**config.mk**
```make
export PLATFORM = sky130hd
export DESIGN_NAME = psu_fifo
export DESIGN_NICKNAME = d
export VERILOG_FILES = /design/src/rtl/core/psu_pkg.sv /design/src/rtl/core/psu_fifo.sv
export SDC_FILE = /design/constraint.sdc
export NUM_CORES = 1
export LEC_CHECK = 0
export ABC_AREA = 1
export ABC_CLOCK_PERIOD_IN_PS = 1500
export BUFFER_PORTS_ARGS = -buffer_cell sky130_fd_sc_hd__buf_2
export CORE_ASPECT_RATIO = 1.75
export CORE_MARGIN = 3
export CORE_UTILIZATION = 41
export DETAILED_ROUTE_END_ITERATION = 12
export REMOVE_ABC_BUFFERS = 1
export SLEW_MARGIN = 20
export SYNTH_ARGS = -nofsm -noshare
export SYNTH_HDL_FRONTEND = slang
export SYNTH_SLANG_ARGS = --single-unit
```
**constraint.sdc**
```tcl
create_clock -name clk -period 1.5 [get_ports clk]
set_clock_uncertainty 0.15 [all_clocks]
set_input_delay 0.375 -clock clk [delete_from_list [all_inputs] [get_ports clk]]
set_output_delay 0.375 -clock clk [all_outputs]
set_load 0.005 [all_outputs]
```
**src/rtl/core/psu_pkg.sv**
```systemverilog
package psu_pkg;

  // configuration port
  localparam int CFG_IDX_W  = 2;
  localparam int CFG_DATA_W = 16;

  localparam logic [CFG_IDX_W-1:0] CFG_ROW_BYTES    = 2'd0;
  localparam logic [CFG_IDX_W-1:0] CFG_BYTES_PER_PX = 2'd1;
  localparam logic [CFG_IDX_W-1:0] CFG_IMAGE_HEIGHT = 2'd2;

  // reset values of the configuration registers
  localparam logic [15:0] ROW_BYTES_RST    = 16'd4;
  localparam logic [3:0]  BYTES_PER_PX_RST = 4'd4;
  localparam logic [12:0] IMAGE_HEIGHT_RST = 13'd1;

  // output queue
  localparam int OUTQ_DEPTH = 4;
  localparam int OUTQ_AW    = 2;
  localparam int OUTQ_CW    = 3;

  typedef enum logic [2:0] {
    FILT_NONE  = 3'd0,
    FILT_SUB   = 3'd1,
    FILT_UP    = 3'd2,
    FILT_AVG   = 3'd3,
    FILT_PAETH = 3'd4
  } filt_t;

  // one item on its way from the sequencer to the reconstruction stage
  typedef struct packed {
    logic       err;
    filt_t      filt;
    logic       has_above;
    logic       row_last;
    logic       img_last;
    logic [7:0] data;
  } s1_item_t;

  // one result transaction
  typedef struct packed {
    logic [7:0] pixel_byte;
    logic       row_end;
    logic       image_end;
    logic       status;
  } pix_t;

  // paeth predictor: pick the neighbor closest to left + above - upper_left
  function automatic logic [7:0] paeth_pick(input logic [7:0] a, input logic [7:0] b,
                                            input logic [7:0] c);
    logic signed [10:0] pa;
    logic signed [10:0] pb;
    logic signed [10:0] pc;
    logic [7:0] pick;
    pa = $signed({3'b000, b}) - $signed({3'b000, c});
    pb = $signed({3'b000, a}) - $signed({3'b000, c});
    pc = $signed({3'b000, a}) + $signed({3'b000, b}) - $signed({2'b00, c, 1'b0});
    if (pa < 0) pa = -pa;
    if (pb < 0) pb = -pb;
    if (pc < 0) pc = -pc;
    if (pa <= pb && pa <= pc) pick = a;
    else if (pb <= pc) pick = b;
    else pick = c;
    return pick;
  endfunction

endpackage

```
**src/rtl/core/psu_fifo.sv**
```systemverilog
module psu_fifo (
  input  logic                          clk,
  input  logic                          rst,
  input  logic                          push,
  input  psu_pkg::pix_t                 din,
  input  logic                          pop,
  output psu_pkg::pix_t                 dout,
  output logic                          not_empty,
  output logic [psu_pkg::OUTQ_CW-1:0]   count
);
  import psu_pkg::*;

  pix_t               entries [OUTQ_DEPTH];
  logic [OUTQ_AW-1:0] wr_ptr;
  logic [OUTQ_AW-1:0] rd_ptr;

  assign not_empty = count != '0;
  assign dout      = entries[rd_ptr];

  // pointers and fill count
  always_ff @(posedge clk) begin
    if (rst) begin
      wr_ptr <= '0;
      rd_ptr <= '0;
      count  <= '0;
    end else begin
      if (push) wr_ptr <= wr_ptr + OUTQ_AW'(1);
      if (pop)  rd_ptr <= rd_ptr + OUTQ_AW'(1);
      count <= count + OUTQ_CW'(push) - OUTQ_CW'(pop);
    end
  end

  // entry storage
  always_ff @(posedge clk) begin
    if (push) entries[wr_ptr] <= din;
  end

endmodule

```
==> impl_metrics.env <==
export IMPL_cts_tree="done"
export IMPL_ir_drop_mv=0.529
export IMPL_netlist_top_cells_count="edfxtp_1, inv_1, nand2_1"
export IMPL_antenna_found_initial=0
export IMPL_hold_violations=0
export IMPL_grt_util_all_layers_pct=13.6
export IMPL_grt_max_degree=23
export IMPL_dr_pass1_iters=4
export IMPL_dp_hpwl_microns=2530
export IMPL_fill_cells=466
export IMPL_status="finished, violations left"
export IMPL_num_rows=34
export IMPL_fp_dieW_microns=61.6
export IMPL_ant_nets=0
export IMPL_arrival_ns=1.23
export IMPL_route_detailed_drc=0
export IMPL_p_leak_nw=1.11
export IMPL_htreeDepth=2
export IMPL_grt_pass1_wl_microns=6170
export IMPL_io_buffer_count=29
export IMPL_crit_fanout=15
export IMPL_route_final_wire_length_microns=3860
export IMPL_cts_root_buffer="clkbuf_8"
export IMPL_vias=1378
export IMPL_fin_crit_sh_pct=117
export IMPL_post_place_cells=269
export IMPL_coreArea_sq_um=5100
export IMPL_setup_viol=14
export IMPL_power_total_w=0.00298
export IMPL_ys_types=17
export IMPL_synthCells=183
export IMPL_yosysTopAreaCell="edfxtp_1"
export IMPL_violations="setup timing"
export IMPL_synth_area_sq_um=2220
export IMPL_clockBufferDepth=2
export IMPL_synthArstFlopShare_pct=0
export IMPL_tightest_slew_ns=0.220
export IMPL_yosys_warnings=0
export IMPL_yosysMostFrequentCell="edfxtp_1"
export IMPL_grt_pass1_vias=1372
export IMPL_slew_violations=0
export IMPL_grt_ovfl_total=0
export IMPL_ys_ff_latch=53
export IMPL_synth_enable_flop_cells=44
export IMPL_end_kind="output pin"
export IMPL_pwr_share_clk_pct=25.4
export IMPL_ios=30
export IMPL_path_clk_slew_ns=0.08
export IMPL_wl_per_cell_microns=13.9
export IMPL_start_util_pct=43.5
export IMPL_insertion_delay_ns=0.29
export IMPL_critPathKind="reg -> out"
export IMPL_syn2layout_area_growth_pct=20.5
export IMPL_powerDensity_nw_per_um2=1120
export IMPL_synthFlopType="edfxtp_1"
export IMPL_seq_area_frac_synth_pct=67.6
export IMPL_post_place_ws_ns=-0.333
export IMPL_critPathRequiredTime_ns=0.97
export IMPL_drtIter0Drc=36
export IMPL_final_setup_worst_slack_ns=-0.250
export IMPL_vias_per_cell=4.96
export IMPL_cap_viol_max_count=0
export IMPL_nets=245
export IMPL_swShare_pct=24.7
export IMPL_place_congestion=0.712
export IMPL_hold_path_class="in -> reg"
export IMPL_synth_top_area_share_pct=59.5
export IMPL_fmax_ghz=0.571
export IMPL_syn_avg_cell_area_sq_um=12.1
export IMPL_rsz0062_at_grt="true"
export IMPL_internal_power_w=0.00225
export IMPL_final_min_clock_period_ns=1.75
export IMPL_diodes=0
export IMPL_synthTopCellsByArea="edfxtp_1, dfxtp_1, inv_1"
export IMPL_die_area_sq_um=6370
export IMPL_die_h_microns=103
export IMPL_post_route_cell_area_sq_um=2670
export IMPL_postPlaceCellArea_sq_um=2500
export IMPL_combinationalPowerShare_pct=17.0
export IMPL_cts_buffers=5
export IMPL_layout_drive_gt1_share_pct=28.6
export IMPL_max_slew_margin_pct=85.2
export IMPL_instances_no_fill=278
export IMPL_netSwitchingPower_w=0.000737
export IMPL_start_kind="flip-flop"
export IMPL_cts_sinks=53
export IMPL_pwr_share_seq_pct=57.6
stage by stage:
stage	hold WS (ns)	utilization, %	setup TNS (ns)
after global placement	0.308	49.1	-0.512
final	0.113	52.4	-2.73
after CTS	0.107	52.4	-3.02
after global routing	0.115	52.4	-3.94
after detailed placement	0.319	49.1	-0.621
after floorplan	0.286	-	-4.71
worst paths after layout:
path                                from                   to  slack [ns]  depth (start not counted)
hold reg to reg   rd_ptr[1]$_SDFFE_PP0P_            flip-flop        0.33                          2
setup reg to reg     count[0]$_SDFF_PP0_  count[1]$_SDFF_PP0_       -0.17                          7
setup / recovery               flip-flop             dout[10]       -0.25                          5
hold / removal                       rst  count[0]$_SDFF_PP0_        0.11                          2
sequential cells by signal (all words and copies together), names as in the netlist, named ones only:
register  cells
count         3
wr_ptr        2
rd_ptr        2
entries      44
power by group through the flow:
stage	combinational [W]	sequential (W)	clock, W
after CTS	0.000507	0.00172	0.000783
after detailed placement	0.000446	0.00174	0
after floorplan	0.000198	0.00177	0
final	0.000508	0.00172	0.000758
after global placement	0.000429	0.00174	0
after global routing	0.000574	0.00173	0.000847
per-layer routing:
layer	part of all wire (%)	GRT usage, %	routed length [microns]	up-vias
met5	0	0	0	-
li1	-	-	-	692
met3	4.3	3.73	166	9
met2	56	24.9	2160	28
met1	38	13.4	1470	649
met4	1.8	6.70	69	0
what timing repair did:
item / 4_1_cts / 5_1_grt
buffers inserted: 1 / 1
pin swaps: 10 / 5
gates cloned: 1 / 0
setup endpoints to repair: 14 / 14
hold buffers: 0 / 0
gates resized for setup: 18 / 3
worst max-delay path, cell delays in order (launching register included):
cell      delay [ns]
dfxtp_4         0.41
buf_8           0.16
nand2_1         0.07
o211ai_1        0.08
nand2_1         0.09
buf_2           0.13
layout by cell type (no fill, tap or decap):
master      count
buf_16          1
a21oi_1         9
dfxtp_4         1
nand2_1        30
clkinvlp_4      1
o21ai_1        10
o21ai_0         5
buf_2          29
o211ai_1       11
fa_2            1
dfxtp_1         7
nand3_2         2
a21oi_2         8
buf_12          6
buf_6           1
ha_4            2
inv_2           3
clkbuf_8        5
nor2_1          3
buf_4           2
clkbuf_1        2
buf_8           1
edfxtp_1       44
inv_1          35
dfxtp_2         1
ha_1            4
cell type report:
type / count / area [sq um] / area share, %
clock buffers: 7 / 76.3 / 2.85
clock inverters: 1 / 7.51 / 0.281
inverters: 38 / 143 / 5.33
multi-input cells: 85 / 539 / 20.2
flip-flops and latches: 53 / 1510 / 56.3
well taps: 54 / 67.6 / 2.53
repair buffers: 40 / 334 / 12.5
cell families after synthesis:
group	Yosys count	synth area share, %
adder cells (fa/ha/maj)	7	4.28
AO/OA/AOI/OAI	43	12.1
flip-flops	53	67.6
buffers and inverters	45	9.92
AND/OR/NAND/NOR	35	6.03
(Power assumes the default switching activity.)
