<file path="src/rtl/core/psu_pkg.sv">
package psu_pkg;

  // configuration port
  localparam int CFG_IDX_W  = 2;
  localparam int CFG_DATA_W = 16;

  localparam logic [CFG_IDX_W-1:0] CFG_ROW_BYTES    = 2'd0;
  localparam logic [CFG_IDX_W-1:0] CFG_BYTES_PER_PX = 2'd1;
  localparam logic [CFG_IDX_W-1:0] CFG_IMAGE_HEIGHT = 2'd2;

  // reset values of the configuration registers
  localparam logic [15:0] ROW_BYTES_RST    = 16'd4;
  localparam logic [3:0]  BYTES_PER_PX_RST = 4'd4;
  localparam logic [12:0] IMAGE_HEIGHT_RST = 13'd1;

  // output queue
  localparam int OUTQ_DEPTH = 4;
  localparam int OUTQ_AW    = 2;
  localparam int OUTQ_CW    = 3;

  typedef enum logic [2:0] {
    FILT_NONE  = 3'd0,
    FILT_SUB   = 3'd1,
    FILT_UP    = 3'd2,
    FILT_AVG   = 3'd3,
    FILT_PAETH = 3'd4
  } filt_t;

  // one item on its way from the sequencer to the reconstruction stage
  typedef struct packed {
    logic       err;
    filt_t      filt;
    logic       has_above;
    logic       row_last;
    logic       img_last;
    logic [7:0] data;
  } s1_item_t;

  // one result transaction
  typedef struct packed {
    logic [7:0] pixel_byte;
    logic       row_end;
    logic       image_end;
    logic       status;
  } pix_t;

  // paeth predictor: pick the neighbor closest to left + above - upper_left
  function automatic logic [7:0] paeth_pick(input logic [7:0] a, input logic [7:0] b,
                                            input logic [7:0] c);
    logic signed [10:0] pa;
    logic signed [10:0] pb;
    logic signed [10:0] pc;
    logic [7:0] pick;
    pa = $signed({3'b000, b}) - $signed({3'b000, c});
    pb = $signed({3'b000, a}) - $signed({3'b000, c});
    pc = $signed({3'b000, a}) + $signed({3'b000, b}) - $signed({2'b00, c, 1'b0});
    if (pa < 0) pa = -pa;
    if (pb < 0) pb = -pb;
    if (pc < 0) pc = -pc;
    if (pa <= pb && pa <= pc) pick = a;
    else if (pb <= pc) pick = b;
    else pick = c;
    return pick;
  endfunction

endpackage

</file>
<file path="src/rtl/core/psu_seq.sv">
module psu_seq #(
  parameter int AW  = 15,
  parameter int RCW = 12
) (
  input  logic               clk,
  input  logic               rst,
  input  logic               in_fire,
  input  logic [7:0]         in_byte,
  input  logic [16:0]        rb_lim,
  input  logic [16:0]        h_lim,
  output logic               rd_en,
  output logic [AW-1:0]      rd_addr,
  output logic               s1_valid,
  output psu_pkg::s1_item_t  s1_item,
  output logic [AW-1:0]      s1_col
);
  import psu_pkg::*;

  logic           expect_filter;
  logic [AW-1:0]  col;
  logic [RCW-1:0] row_count;
  logic           failed;
  filt_t          cur_filt;

  logic row_last;
  logic img_last;
  logic bad_filter;

  // end of row and end of image for the byte at the input
  assign row_last   = (17'(col) + 17'd1) >= rb_lim;
  assign img_last   = row_last && ((17'(row_count) + 17'd1) >= h_lim);
  assign bad_filter = in_byte > 8'(FILT_PAETH);

  // row store read is issued with the data byte
  assign rd_en   = in_fire && !expect_filter && !failed;
  assign rd_addr = col;

  // position counters and filter state
  always_ff @(posedge clk) begin
    if (rst) begin
      expect_filter <= 1'b1;
      col           <= '0;
      row_count     <= '0;
      failed        <= 1'b0;
      cur_filt      <= FILT_NONE;
    end else if (in_fire) begin
      if (expect_filter) begin
        expect_filter <= 1'b0;
        col           <= '0;
        if (!failed) begin
          if (bad_filter) failed <= 1'b1;
          else cur_filt <= filt_t'(in_byte[2:0]);
        end
      end else if (row_last) begin
        expect_filter <= 1'b1;
        if (img_last) begin
          row_count <= '0;
          failed    <= 1'b0;
        end else begin
          row_count <= row_count + RCW'(1);
        end
      end else begin
        col <= col + AW'(1);
      end
    end
  end

  // stage register toward reconstruction
  always_ff @(posedge clk) begin
    if (rst) begin
      s1_valid <= 1'b0;
    end else begin
      s1_valid <= in_fire && !failed && (!expect_filter || bad_filter);
    end
  end

  always_ff @(posedge clk) begin
    if (in_fire) begin
      s1_item.err       <= expect_filter;
      s1_item.filt      <= cur_filt;
      s1_item.has_above <= row_count != '0;
      s1_item.row_last  <= row_last;
      s1_item.img_last  <= img_last;
      s1_item.data      <= in_byte;
      s1_col            <= col;
    end
  end

endmodule

</file>
<file path="config.mk">
export PLATFORM = sky130hd
export DESIGN_NAME = psu_seq
export DESIGN_NICKNAME = d
export VERILOG_FILES = /design/src/rtl/core/psu_pkg.sv /design/src/rtl/core/psu_seq.sv
export SDC_FILE = /design/constraint.sdc
export NUM_CORES = 1
export LEC_CHECK = 0
export ABC_AREA = 1
export BUFFER_PORTS_ARGS = -buffer_cell sky130_fd_sc_hd__buf_2
export CORE_UTILIZATION = 45
export CTS_BUF_LIST = sky130_fd_sc_hd__clkbuf_16
export DETAILED_ROUTE_END_ITERATION = 16
export HOLD_SLACK_MARGIN = 0.05
export PLACE_DENSITY_LB_ADDON = 0.25
export SLEW_MARGIN = 20
export SYNTH_ARGS = -nofsm -noshare
export SYNTH_HDL_FRONTEND = slang
export SYNTH_SLANG_ARGS = --single-unit
export TNS_END_PERCENT = 100
</file>
<file path="constraint.sdc">
create_clock -name clk -period 3.1 [get_ports clk]
set_input_delay 0.155 -clock clk [delete_from_list [all_inputs] [get_ports clk]]
set_output_delay 0.155 -clock clk [all_outputs]
set_load 0.03 [all_outputs]
</file>
==> out/metrics.cfg, run 1 <==
[final_layout]
syn_to_final_growth_pct = 27.23
fillers = 724
utilization = 0.5990
diodes = 0
fin_nets = 630
fin_cells = 660
final_cell_mix = 91 x buf_2, 88 x nand2_1, 81 x inv_1
mostFrequentLayoutCell = buf_2
finalInstanceArea_um2 = 4701
drive_gt1_frac = 0.2885

[synth]
synth_top_family_by_area = simple AND/OR/NAND/NOR gates
synthAdderAreaFrac = 0.1084
syn-cell-area_um2 = 3695
synth.avg_cell_area_um2 = 8.397
ys_seq_elements = 63
synth.distinct_cells = 36
synth_xor_area_frac = 0.04978
synth_flop_cell = dfxtp_1
syn-num-nets = 517
synth_compound_area_frac = 0.08331
synthMuxAreaShare = 0.002709
synth_edf_count = 30
synthCells = 440
yosysWarnings = 0
synth-simple-area-share = 0.2343
seq_area_frac_synth = 0.4226
synth_async_sr_flop_share = 0

[flow_run]
maxCapViolations = 0

[timing]
post-route-period-util = 0.9254
max-slew-margin-rel = 0.7083
report.final.setup_viol = 0
final_hold_viol_count = 0
finalMaxSlewViolations = 0
fin_crit_ps = 2869
fmax_mhz = 348.6
finalClockSkew_ps = 7.771
holdWs_ps = 253.1
worstMarginPinSlew_ps = 437.6

[cts]
cts_made_buffers = 9
clockBufferDepth = 2
clk_latency_ps = 320
root_buffer = clkbuf_16
cts_max_level = 3
clkSinkCount = 63
cts_tree = done
path_clk_slew_ps = 60

[routing]
ant_nets = 0
post-route-drc-count = 0
vias = 3145
drtPass1Iterations = 5
vias_per_cell = 4.765
initialDrtViolationCount = 168
drt-total-wl_um = 8242
avgRoutedWirePerCell_um = 12.49

[global_route]
grt_pass1_wl_um = 13630
gr-total-overflow = 0
grt_max_degree = 33
antenna_found_initial = 0
grt_pass1_vias = 2926
grt_use_total = 0.2028

[floorplan]
die_y_um = 92.61
io_pins = 92
start_util = 0.4708
die_x_um = 92.61
dieArea_um2 = 8577
row_count = 32
core_um2 = 7848

[placement]
dp_hpwl_um = 6334
place_inst = 632
port_buffers = 91
routabilityCongestion = 0.8708
place_area_um2 = 4265

[worst_setup_path]
critical_path.endpoint_type = flop
critPathArrivalTime_ps = 3070
startpoint_type = flop
crit_required_ps = 3300
cp_max_fo = 10
critPathKind = reg -> reg

[pwr]
vdd_drop_max_uv = 324.8
p_leak_nw = 2.391
power_density_nw_per_um2 = 445.4

[min_path]
hp-class = in -> reg

[status]
status = finished, final reports clean

==> final cells by class <==
type / count / area, um^2 / area share
Clock inverter: 7 / 80.08 / 0.01703
Timing Repair Buffer: 106 / 588.1 / 0.1251
Clock buffer: 9 / 225.2 / 0.04791
Multi-Input combinational cell: 285 / 1787 / 0.3801
Tap cell: 102 / 127.6 / 0.02715
Sequential cell: 63 / 1563 / 0.3324
Inverter: 88 / 330.3 / 0.07027
==> cell families (layout without fill, tap and decap cells) <==
kind of cell               after synthesis  count (layout)
AOI/OAI and AO/OA                       51              51
xor gates and xnor gates                21              21
adders and majority gates               32              32
buffers and inverters                   92             210
DFF                                     63              63
muxes                                    1               1
and+or+nand+nor                        180             180
==> cells in the mapped netlist (2+ instances only) <==
cell type	instances	area share
a21o_1	3	0.0061
nand4_1	7	0.012
a21oi_2	11	0.026
inv_1	81	0.082
o21ai_0	9	0.012
a21oi_1	17	0.023
edfxtp_1	30	0.24
xor2_1	19	0.045
nor4_1	2	0.0034
xnor2_1	2	0.0047
dfxtp_1	33	0.18
nor3_2	2	0.0054
o21ai_1	9	0.012
nand2_1	89	0.090
ha_1	32	0.11
inv_2	7	0.0071
nand2_2	13	0.022
nand3_2	2	0.0054
nand3_1	18	0.024
nor2_2	3	0.0051
clkbuf_1	2	0.0020
nor2_1	27	0.027
nor3_1	7	0.0095
nor2_4	2	0.0061
nand2_4	2	0.0061
==> through the flow <==
step                      setup TNS [ps]  power (mW)  setup slack (ps)
after floorplan                        0       1.028             266.6
after detailed placement               0       1.098             202.3
final                                  0       2.094             231.2
after CTS                              0       2.111             151.5
after global routing              -451.4       2.175            -38.66
after global placement                 0       1.094             235.0
==> where the power goes <==
group,switching [mW],total (mW),internal (mW)
registers,0.00703,0.901,0.894
clock network,0.372,1.00,0.631
logic,0.124,0.190,0.0666
==> registers in the layout (all words and copies together) (netlist names) <==
signal,count
rd_addr,15
s1_valid,1
s1_item,15
cur_filt,3
row_count,12
expect_filter,1
s1_col,15
failed,1
==> worst max-delay path, stage by stage (launching register included) <==
cell and delay (ps):
dfxtp_1 470, nand2_1 140, nor3_2 290, nand4_1 150, nor3_1 350, ha_1 320, nand2_2 100, nor2_4 40
nand2_1 70, nor2_1 50, nor2_2 120, nand3_4 150, nand2_2 130, nand2_2 90, inv_2 180, o21ai_0 110
==> final timing paths <==
| path | slack (ps) | endpoint | from | cells after the start |
|---|---|---|---|---|
| max | 230 | expect_filter | rd_addr[6] | 15 |
| min | 250 | rd_addr[7] | rst | 2 |
| max reg2reg | 230 | expect_filter | rd_addr[6] | 15 |
| min reg2reg | 430 | s1_item[11] | cur_filt[0] | 0 |
==> repair_timing <==
action,CTS,global route
endpoints found under the hold margin,8,0
hold buffers,8,0
resized for setup,0,5
setup endpoints to repair,0,27
buffers inserted,0,4
==> metal layers <==
| layer | wire, um | GRT usage |
|---|---|---|
| met3 | 508 | 0.03777 |
| met5 | 0 | 0 |
| met1 | 4029 | 0.3000 |
| met4 | 65 | 0.06282 |
| met2 | 3638 | 0.2981 |
Note: power is estimated with default switching activity, not from simulation.
==> run 2: changes to the inputs <==
--- a/config.mk
+++ b/config.mk
@@ -16,4 +16,4 @@
 export SYNTH_ARGS = -nofsm -noshare
 export SYNTH_HDL_FRONTEND = slang
 export SYNTH_SLANG_ARGS = --single-unit
-export TNS_END_PERCENT = 100
+export TNS_END_PERCENT = 10
==> constraint.sdc (replaced) <==
create_clock -name clk -period 3.1 [get_ports clk]
set_input_delay 0.465 -clock clk [delete_from_list [all_inputs] [get_ports clk]]
set_output_delay 0.465 -clock clk [all_outputs]
set_load 0.03 [all_outputs]
==> run 2 against run 1 <==
- register-to-register slack about the same
- sequential share of layout area grew 0.58 points
- wire length fell by 1.2%
- final cell count decreased by 1.2%
- global-route usage decreased by 0.088 points
- non-clock buffer count down 8
- utilization shrank 1.0 points
- critical path depth unchanged
- via count down 0.19%
==> out/metrics.cfg, run 2 (synthesis results as in run 1) <==
[pwr]
p_leak_nw = 2.357  ; -1.4%
combinationalPowerShare = 0.087  ; -0.004
p_seq_frac = 0.432  ; +0.002
clkPwrFrac = 0.481  ; +0.002
vdd_drop_max_uv = 325.4  ; +0.18%
switching_power_mw = 0.5024  ; about the same
intPower_mw = 1.585  ; -0.41%
power_density_nw_per_um2 = 451.7  ; +1.4%
switching_share = 0.2407  ; +0.0008145

[floorplan]
core_um2 = 7848  ; unchanged
die_y_um = 92.61  ; unchanged
io_pins = 92  ; unchanged
start_util = 0.4708  ; unchanged
die_x_um = 92.61  ; unchanged
dieArea_um2 = 8577  ; unchanged
row_count = 32  ; unchanged

[worst_setup_path]
critPathKind = reg -> reg
worstRegToRegCells = 15  ; unchanged
max_stage_delay_ps = 470  ; about the same
slowest_stage = dfxtp_1
startpoint_type = flop
cpMostUsedCell = nand2_2
path_cells = nand2_1 -> nor3_2 -> nand4_1 -> nor3_1 -> ha_1 -> nand2_2 -> nor2_4 -> nand2_1 -> nor2_1 -> nor2_2 -> nand3_4 -> nand2_2 -> nand2_2 -> inv_2 -> o21ai_0
cp_max_fo = 10  ; unchanged
crit_required_ps = 3300  ; about the same
r2r-end = expect_filter
ff2ff_setup_slack_ps = 240  ; about the same
timing.rr.start = rd_addr[6]
critPathTopFamily = simple AND/OR/NAND/NOR gates
critPathBufInv = 1  ; unchanged
critical_path.endpoint_type = flop
critPathArrivalTime_ps = 3050  ; -20 ps

[timing]
holdWs_ps = 331.5  ; +78.36 ps
fin_crit_ps = 2855  ; -13.77 ps
final_hold_viol_count = 0  ; unchanged
post-route-period-util = 0.9210  ; -0.004441
finalMaxSlewViolations = 0  ; unchanged
finalClockSkew_ps = 6.729  ; -1.042 ps
max-slew-margin-rel = 0.7064  ; -0.001873
fmax_mhz = 350.3  ; +0.48%
report.final.setup_viol = 0  ; unchanged
worstMarginPinSlew_ps = 440.4  ; +2.809 ps

[placement]
place_inst = 632  ; unchanged
routabilityCongestion = 0.8708  ; unchanged
place_area_um2 = 4265  ; unchanged
port_buffers = 91  ; unchanged
dp_hpwl_um = 6334  ; unchanged

[global_route]
grt_pass1_vias = 2913  ; -0.44%
grt_pass1_wl_um = 13580  ; -0.40%
antenna_found_initial = 0  ; unchanged
grt_max_degree = 33  ; unchanged
grt_use_total = 0.2020  ; -0.0008766
gr-total-overflow = 0  ; unchanged

[min_path]
min_to = s1_item[7]
min_path_cells = 1  ; -1
hp-class = in -> reg
min-delay-start = in_byte[7]

[routing]
ant_nets = 0  ; unchanged
vias = 3139  ; -0.19%
drt-total-wl_um = 8142  ; -1.2%
drtPass1Iterations = 4  ; -1
avgRoutedWirePerCell_um = 12.49  ; about the same
initialDrtViolationCount = 155  ; -7.7%
post-route-drc-count = 0  ; unchanged
vias_per_cell = 4.814  ; +1.0%

[cts]
cts_tree = done
clk_latency_ps = 320  ; about the same
cts_max_level = 3  ; unchanged
root_buffer = clkbuf_16
path_clk_slew_ps = 60  ; about the same
clockBufferDepth = 2  ; unchanged
clkSinkCount = 63  ; unchanged
cts_made_buffers = 9  ; unchanged

[status]
status = finished, final reports clean

[final_layout]
drive_gt1_frac = 0.2927  ; +0.004197
utilization = 0.5888  ; -0.01020
fin_nets = 622  ; -1.3%
final_cell_mix = 91 x buf_2, 88 x nand2_1, 81 x inv_1
finalInstanceArea_um2 = 4621  ; -1.7%
mostFrequentLayoutCell = buf_2
fin_cells = 652  ; -1.2%
syn_to_final_growth_pct = 25.06
fillers = 733  ; +1.2%
diodes = 0  ; unchanged

[flow_run]
maxCapViolations = 0  ; unchanged

[run 2: layout make-up]
class                      instances  area (um^2)  area share
tap                              102        127.6     0.02762
sequential                        63         1563      0.3382
clock buffer                       9        225.2     0.04874
multi-input combinational        285         1787      0.3867
clock inverter                     7        80.08     0.01733
inverter                          88        330.3     0.07149
timing repair buffer              98        508.0      0.1099
[run 2: through the flow]
stage                     setup slack (ps)  total power, mW  TNS, ps
after floorplan                      266.6            1.028        0
after global placement               235.0            1.094        0
after detailed placement             202.3            1.098        0
after CTS                            151.5            2.103        0
after global routing                -38.66            2.167   -451.4
final                                245.0            2.087        0
[run 2: layer usage]
layer	wire length, um	vias up	track usage
met1	3968	1405	0.2990
met3	513	7	0.03859
met2	3565	104	0.2957
li1	-	1623	-
met4	94	0	0.06282
met5	0	-	0
[run 2: how the worst max path moves through the flow]
stage,from,end,slack (ps),cells past startpoint
2_1_floorplan,rd_addr[0],rd_addr[2],270,18
3_5_place_dp,rd_addr[1],row_count[3],200,18
5_1_grt,rd_addr[1],rd_addr[1],-40,15
3_3_place_gp,rd_addr[1],row_count[3],240,18
6_report,rd_addr[6],expect_filter,240,15
4_1_cts,rd_addr[1],rd_addr[5],150,15
[run 2: power by group through the flow]
stage          sequential (mW)  clock (mW)  combinational [mW]
6_report                 0.901        1.00               0.182
5_1_grt                  0.903        1.06               0.203
4_1_cts                  0.901        1.02               0.180
3_5_place_dp             0.919           0               0.179
3_3_place_gp             0.918           0               0.176
2_1_floorplan            0.962           0              0.0656
[run 2: repair_timing]
item,in CTS,in global routing
hold buffers,0,0
setup endpoints to repair,0,27
resized for setup,0,5
setup buffers,0,4
